File: config.mk
export PLATFORM = sky130hd
export DESIGN_NAME = jump_guarded_relative_clock
export DESIGN_NICKNAME = d
export VERILOG_FILES = /design/src/hw/rtl/jgrc_pkg.sv /design/src/hw/rtl/jgrc_calc.sv /design/src/hw/rtl/jump_guarded_relative_clock.sv
export SDC_FILE = /design/constraint.sdc
export NUM_CORES = 1
export LEC_CHECK = 0
export ABC_CLOCK_PERIOD_IN_PS = 25900
export BUFFER_PORTS_ARGS = -buffer_cell sky130_fd_sc_hd__buf_2
export CORE_MARGIN = 10
export CORE_UTILIZATION = 45
export CTS_CLUSTER_DIAMETER = 60
export DETAILED_ROUTE_END_ITERATION = 12
export GPL_ROUTABILITY_DRIVEN = 1
export PLACE_DENSITY = 0.66
export SKIP_CTS_REPAIR_TIMING = 1
export SYNTH_ARGS = -nofsm -noshare
export SYNTH_HDL_FRONTEND = slang
export SYNTH_SLANG_ARGS = --single-unit
File: constraint.sdc
create_clock -name clk -period 25.9 [get_ports clk]
set_clock_uncertainty 0.2 [all_clocks]
set_input_delay 1.295 -clock clk [delete_from_list [all_inputs] [get_ports clk]]
set_output_delay 1.295 -clock clk [all_outputs]
set_load 0.02 [all_outputs]
File: src/hw/rtl/jgrc_pkg.sv
// Shared widths, codes and record types for the jump-guarded relative clock.
`timescale 1ns / 1ps

package jgrc_pkg;

  // Field widths
  localparam int SEC_W  = 32;
  localparam int USEC_W = 20;
  localparam int JUMP_W = 8;
  localparam int OP_W   = 2;
  localparam int STAT_W = 2;
  // Microsecond difference and sum need two more bits than a field
  localparam int WIDE_W = USEC_W + 2;

  localparam logic [JUMP_W-1:0] MAX_JUMP_RESET = 8'd10;

  localparam logic signed [WIDE_W-1:0] USEC_PER_SEC_S  = 22'sd1000000;
  localparam logic signed [WIDE_W-1:0] USEC_NEG_SEC_S  = -22'sd1000000;
  localparam logic [WIDE_W-1:0]        USEC_ONE_SEC    = 22'd1000000;
  localparam logic [WIDE_W-1:0]        USEC_TWO_SEC    = 22'd2000000;

  typedef enum logic [OP_W-1:0] {
    OP_SAMPLE = 2'd0,
    OP_SET    = 2'd1,
    OP_INIT   = 2'd2,
    OP_NONE   = 2'd3
  } jgrc_op_t;

  typedef enum logic [STAT_W-1:0] {
    STAT_NORMAL   = 2'd0,
    STAT_BACKWARD = 2'd1,
    STAT_JUMP     = 2'd2,
    STAT_UNUSED   = 2'd3
  } jgrc_status_t;

  // Seconds and microseconds pair
  typedef struct packed {
    logic [SEC_W-1:0]  sec;
    logic [USEC_W-1:0] usec;
  } jgrc_time_t;

  // Full block state: previous raw sample and relative clock
  typedef struct packed {
    jgrc_time_t prev;
    jgrc_time_t clock;
  } jgrc_state_t;

endpackage

File: src/hw/rtl/jgrc_calc.sv
// Next-state and status logic for one request of the relative clock.
`timescale 1ns / 1ps

module jgrc_calc import jgrc_pkg::*; (
  input  jgrc_op_t                op,
  input  jgrc_time_t              raw,
  input  logic [JUMP_W-1:0]       max_jump,
  input  jgrc_state_t             cur,
  output jgrc_state_t             nxt,
  output jgrc_status_t            stat
);

  logic                      backward;
  logic [SEC_W-1:0]          dsec_raw;
  logic [SEC_W-1:0]          dsec_adj;
  logic [SEC_W-1:0]          dsec;
  logic signed [WIDE_W-1:0]  dus;
  logic signed [WIDE_W-1:0]  dus_norm;
  logic [USEC_W-1:0]         dus_use;
  logic                      q_pos;
  logic                      q_m1;
  logic                      q_m2;
  logic                      clamp;
  logic                      jump;
  logic [WIDE_W-1:0]         usum;
  logic [WIDE_W-1:0]         usum_norm;
  logic [1:0]                carry;
  jgrc_time_t                adv;

  // Compare the sample with the previous one as a pair
  assign backward = (raw.sec < cur.prev.sec) ||
                    ((raw.sec == cur.prev.sec) && (raw.usec < cur.prev.usec));

  // Raw differences
  assign dsec_raw = raw.sec - cur.prev.sec;
  assign dus      = $signed({2'b00, raw.usec}) - $signed({2'b00, cur.prev.usec});

  // Floor carry of the microsecond difference: one of +1, 0, -1, -2
  always_comb begin
    q_pos    = 1'b0;
    q_m1     = 1'b0;
    q_m2     = 1'b0;
    dus_norm = dus;
    if (dus >= USEC_PER_SEC_S) begin
      q_pos    = 1'b1;
      dus_norm = dus - USEC_PER_SEC_S;
    end else if (dus >= 0) begin
      dus_norm = dus;
    end else if (dus >= USEC_NEG_SEC_S) begin
      q_m1     = 1'b1;
      dus_norm = dus + USEC_PER_SEC_S;
    end else begin
      q_m2     = 1'b1;
      dus_norm = dus + USEC_PER_SEC_S + USEC_PER_SEC_S;
    end
  end

  // Apply the carry to the seconds difference; clamp a negative result to zero
  always_comb begin
    if (q_pos) begin
      dsec_adj = dsec_raw + 32'd1;
    end else if (q_m1) begin
      dsec_adj = dsec_raw - 32'd1;
    end else if (q_m2) begin
      dsec_adj = dsec_raw - 32'd2;
    end else begin
      dsec_adj = dsec_raw;
    end
  end

  assign clamp   = (q_m1 && (dsec_raw == '0)) || (q_m2 && (dsec_raw < 32'd2));
  assign dsec    = clamp ? '0 : dsec_adj;
  assign dus_use = clamp ? '0 : dus_norm[USEC_W-1:0];

  assign jump = dsec > {{(SEC_W-JUMP_W){1'b0}}, max_jump};

  // Add the microsecond difference to the clock and carry into seconds
  assign usum = {2'b00, cur.clock.usec} + {2'b00, dus_use};

  always_comb begin
    if (usum >= USEC_TWO_SEC) begin
      carry     = 2'd2;
      usum_norm = usum - USEC_TWO_SEC;
    end else if (usum >= USEC_ONE_SEC) begin
      carry     = 2'd1;
      usum_norm = usum - USEC_ONE_SEC;
    end else begin
      carry     = 2'd0;
      usum_norm = usum;
    end
  end

  assign adv.sec  = cur.clock.sec + dsec + {{(SEC_W-2){1'b0}}, carry};
  assign adv.usec = usum_norm[USEC_W-1:0];

  // Select the new state and status by opcode
  always_comb begin
    nxt  = cur;
    stat = STAT_NORMAL;
    case (op)
      OP_SAMPLE: begin
        nxt.prev = raw;
        if (backward || jump) begin
          nxt.clock.sec  = cur.clock.sec + 32'd1;
          nxt.clock.usec = '0;
          stat           = backward ? STAT_BACKWARD : STAT_JUMP;
        end else begin
          nxt.clock = adv;
        end
      end
      OP_SET: begin
        nxt.clock = raw;
      end
      OP_INIT: begin
        nxt.prev  = raw;
        nxt.clock = raw;
      end
      default: begin
        nxt = cur;
      end
    endcase
  end

endmodule

File: src/hw/rtl/jump_guarded_relative_clock.sv
// Top level of the jump-guarded relative clock: request register, state and result register.
//
//   channel  direction  handshake             payload
//   in       input      in_valid / in_stall   opcode, seconds, microseconds
//   out      output     out_valid / out_stall rel_seconds, rel_microseconds, status
//   cfg      input      cfg_we                cfg_wdata (max_jump_seconds)
//
// One request per cycle unless the result stalls; a result is registered after the request.
// The request register feeds one pass of compare, subtract and add logic that
// updates the state and loads the result register in the same cycle.
// rst clears the state, the jump limit (to 10) and both valid flags.
// A stalled result holds; a full request register then holds too and in_stall rises.
`timescale 1ns / 1ps

module jump_guarded_relative_clock import jgrc_pkg::*; (
  input  logic                clk,
  input  logic                rst,
  input  logic                in_valid,
  output logic                in_stall,
  input  logic [OP_W-1:0]     opcode,
  input  logic [SEC_W-1:0]    seconds,
  input  logic [USEC_W-1:0]   microseconds,
  output logic                out_valid,
  input  logic                out_stall,
  output logic [SEC_W-1:0]    rel_seconds,
  output logic [USEC_W-1:0]   rel_microseconds,
  output logic [STAT_W-1:0]   status,
  input  logic                cfg_we,
  input  logic [JUMP_W-1:0]   cfg_wdata
);

  logic              req_valid;
  jgrc_op_t          req_op;
  jgrc_time_t        req_time;
  logic [JUMP_W-1:0] max_jump_seconds;
  jgrc_state_t       state;
  jgrc_state_t       state_next;
  jgrc_status_t      stat_next;
  logic              out_free;
  logic              advance;

  assign out_free = !out_valid || !out_stall;
  assign advance  = req_valid && out_free;
  assign in_stall = req_valid && !out_free;

  // Hold the jump limit
  always_ff @(posedge clk) begin
    if (rst) begin
      max_jump_seconds <= MAX_JUMP_RESET;
    end else if (cfg_we) begin
      max_jump_seconds <= cfg_wdata;
    end
  end

  // Take a request when the register is empty or moving on
  always_ff @(posedge clk) begin
    if (rst) begin
      req_valid <= 1'b0;
    end else if (!in_stall) begin
      req_valid <= in_valid;
    end
  end

  always_ff @(posedge clk) begin
    if (in_valid && !in_stall) begin
      req_op        <= jgrc_op_t'(opcode);
      req_time.sec  <= seconds;
      req_time.usec <= microseconds;
    end
  end

  jgrc_calc u_calc (
    .op       (req_op),
    .raw      (req_time),
    .max_jump (max_jump_seconds),
    .cur      (state),
    .nxt      (state_next),
    .stat     (stat_next)
  );

  // Advance the state with each request
  always_ff @(posedge clk) begin
    if (rst) begin
      state <= '0;
    end else if (advance) begin
      state <= state_next;
    end
  end

  // Load the result register; drop valid once taken
  always_ff @(posedge clk) begin
    if (rst) begin
      out_valid <= 1'b0;
    end else if (out_free) begin
      out_valid <= req_valid;
    end
  end

  always_ff @(posedge clk) begin
    if (advance) begin
      rel_seconds      <= state_next.clock.sec;
      rel_microseconds <= state_next.clock.usec;
      status           <= stat_next;
    end
  end

endmodule
==> impl_metrics.json <==
{
  "ios": 123,
  "final.min_clock_period_ns": 13.98,
  "grt_pass1_vias": 18811,
  "cts_buffers": 30,
  "synth_nets": 2715,
  "cp_data_arrival_time_ns": 14.08,
  "async_flop_share": 0,
  "rsz0062_at_grt": "false",
  "met3_usage": 0.02944,
  "clkSinkCount": 222,
  "fill_cells": 4272,
  "finalCritPeriodShare": 0.5396,
  "min_to": "state[95]",
  "hold_violations": 0,
  "r2r_start": "req_time[0]",
  "synth_edf_count": 108,
  "fin_tns_setup_ns": 0,
  "synth.distinct_cells": 115,
  "port_buffers": 122,
  "crit_path_max_incr_delay_ns": 0.70,
  "worstSkewPairLatency_ns": 0.59,
  "clockBufferDepth": 3,
  "p_total_uw": 1422,
  "htree_levels": 1,
  "fp-row-count": 77,
  "required_ns": 26.00,
  "startpoint_type": "register",
  "synth_top_area_frac": 0.1602,
  "area_delta_synth_final_pct": 10.34,
  "viasPerCell": 6.271,
  "hpwl_um": 55630,
  "tritoncts": "built",
  "ys_warn_count": 0,
  "vias": 19759,
  "final_nets": 2768,
  "syn_inst": 2482,
  "hold_start": "state[95]",
  "vdd_drop_max_mv": 0.05583,
  "p_leak_uw": 0.008356,
  "gp_congestion": 0.9831,
  "netlist_area_mm2": 0.02025,
  "fmax_ghz": 0.07155,
  "clock-root-buffer": "clkbuf_16",
  "synth.avg_cell_area_um2": 8.158,
  "avgRoutedWirePerCell_um": 23.16,
  "crit_top_cell": "o21ai_0",
  "status": "finished clean",
  "core_area_mm2": 0.04432,
  "grt_max_degree": 84,
  "globalRouteOverflowTotal": 0,
  "cp-end-kind": "register",
  "ant_nets": 0,
  "r2r-end": "rel_seconds[31]",
  "drive_above_1_share": 0.1153,
  "grt_pass1_wl_um": 110300,
  "ys.flop_type": "dfxtp_1",
  "drtPass1Iterations": 6,
  "yosysSeqAreaShare": 0.2729,
  "holdCritPathClass": "register to register",
  "multi_input_area_mm2": 0.01364,
  "yosys-top-cells-area": "edfxtp_1, dfxtp_1, ha_1",
  "top_usage_layer": "met2",
  "wl_um": 72970,
  "timing_worst_setup_path_type": "register to register",
  "die_w_um": 232.1,
  "die_area_mm2": 0.05388,
  "rrSetupSlack_ns": 11.92,
  "die_h_um": 232.1,
  "grt_util_met2": 0.4310,
  "antenna_found_initial": 0,
  "grtUsageTotal": 0.2596,
  "clk_pin_slew_worst_paths_ns": 0.06,
  "diodes": 0,
  "cap_violations": 0,
  "yosysTopAreaCell": "edfxtp_1",
  "powerDensity_mw_per_mm2": 63.63,
  "initial_core_util": 0.4569,
  "path_max_fanout": 16,
  "regArea_mm2": 0.005525,
  "tightest_slew_ns": 1.092,
  "whs_path_depth": 2,
  "relSlewSlack": 0.2720,
  "initialDrtViolationCount": 1891,
  "crit_path_top_delay_cell": "o311ai_2",
  "drv_slew": 0,
  "r2r_cells": 48,
  "drc": 0,
  "ys_ff_latch": 222,
  "setup_viol_count_final": 0,
  "grtUsageMet1": 0.3237
}
==> area by class of cell <==
class | count | area share
Clock buffer | 32 | 0.03489
Clock inverter | 24 | 0.01255
Inverter | 153 | 0.02582
Multi-Input combinational cell | 1981 | 0.6104
Sequential cell | 222 | 0.2473
Tap cell | 592 | 0.03316
Timing Repair Buffer | 147 | 0.03584
==> stage by stage <==
stage / utilization / instance area (um2) / setup slack [ns] / instances / hold WS, ns
floorplan: - / 20250 / 14.22 / 2482 / 0.2363
global route: 0.5041 / 22340 / 10.99 / 3151 / 0.2693
global placement: 0.4802 / 21280 / 12.63 / 3095 / 0.2422
CTS: 0.5041 / 22340 / 12.20 / 3151 / 0.2549
detailed placement: 0.4802 / 21280 / 12.22 / 3095 / 0.2467
finish: 0.5041 / 22340 / 11.92 / 3151 / 0.2532
==> how the worst max path moves through the flow <==
stage	cells after the start	slack (ns)	endpoint	start
3_3_place_gp	49	12.63	rel_seconds[31]	req_time[0]
6_report	48	11.92	rel_seconds[31]	req_time[0]
5_1_grt	48	10.99	rel_seconds[31]	req_time[0]
2_1_floorplan	52	14.22	rel_seconds[31]	req_time[0]
4_1_cts	48	12.20	rel_seconds[31]	req_time[0]
3_5_place_dp	48	12.22	rel_seconds[31]	req_time[0]
==> synth_stat cells (24+ instances only) <==
library cell,count
and3_1,31
xnor2_1,108
o21a_1,27
nand4_1,27
nor3_1,56
nand3_1,57
a211oi_1,43
edfxtp_1,108
a221oi_1,42
dfxtp_1,114
nand2_1,269
and2_1,30
clkbuf_1,88
a21o_1,39
mux2i_1,29
nor4_1,24
o211ai_1,26
a21oi_1,219
ha_1,160
or3_1,24
inv_1,150
nor2_1,221
o21ai_0,87
xor2_1,46
==> cell usage in the layout, fill, tap and decap left out, types with 11 or more instances in the layout <==
cell / instances
a22oi_1: 13
a221oi_2: 21
nor4_1: 24
nand2b_1: 18
o221ai_1: 11
buf_2: 121
xnor2_1: 108
o21a_1: 26
a21o_1: 39
nor3b_1: 12
o31ai_1: 17
dfxtp_1: 114
and3_1: 31
nor2b_1: 20
a21oi_1: 219
a211o_1: 12
o21bai_1: 12
a31oi_1: 22
a221oi_1: 42
xor2_1: 46
a21boi_0: 12
edfxtp_1: 108
o211ai_1: 26
o21ai_0: 87
inv_1: 150
o22ai_1: 13
or3_1: 24
nor3_1: 56
nand3_1: 57
clkbuf_16: 31
nand4_1: 27
buf_4: 26
nor2_1: 218
a211oi_1: 43
ha_1: 158
and2_1: 30
mux2i_1: 29
nand2_1: 268
==> registers in the layout (all words and copies together) (netlist names) <==
register          flops
max_jump_seconds      8
out_valid             1
rel_microseconds     20
rel_seconds          32
req_op                2
req_time             52
req_valid             1
state               104
status                2
==> critical path, delay by kind of cell (launching register included) <==
kind	cells	cell delay (ns)
AO/OA/AOI/OAI	28	7.75
XOR/XNOR	2	0.35
adder cells (fa/ha/maj)	6	2.17
buffers and inverters	2	0.15
flip-flops	1	0.42
multiplexers	1	0.27
AND/OR/NAND/NOR	9	2.37
==> kinds of logic (layout without fill, tap and decap cells) <==
family,Yosys count,in the layout,share of synthesized area
buffers and inverters,279,356,0.05605
multiplexers,38,38,0.01934
AO/OA/AOI/OAI,765,765,0.2735
adder cells (fa/ha/maj),166,166,0.1048
flip-flops,222,222,0.2729
XOR/XNOR,154,154,0.06662
AND/OR/NAND/NOR,858,858,0.2068
==> routing by layer <==
layer,vias to the layer above,part of all wire
li1,9353,-
met1,9403,0.41
met2,838,0.46
met3,165,0.062
met4,0,0.060
met5,-,0
==> power by group <==
| part | switching, uW | internal (uW) | leakage, uW |
|---|---|---|---|
| clock | 175 | 262 | 0.000510 |
| sequential | 19.7 | 391 | 0.00197 |
| combinational | 367 | 207 | 0.00587 |
| total | 562 | 859 | 0.00836 |
(Power assumes the default switching activity.)
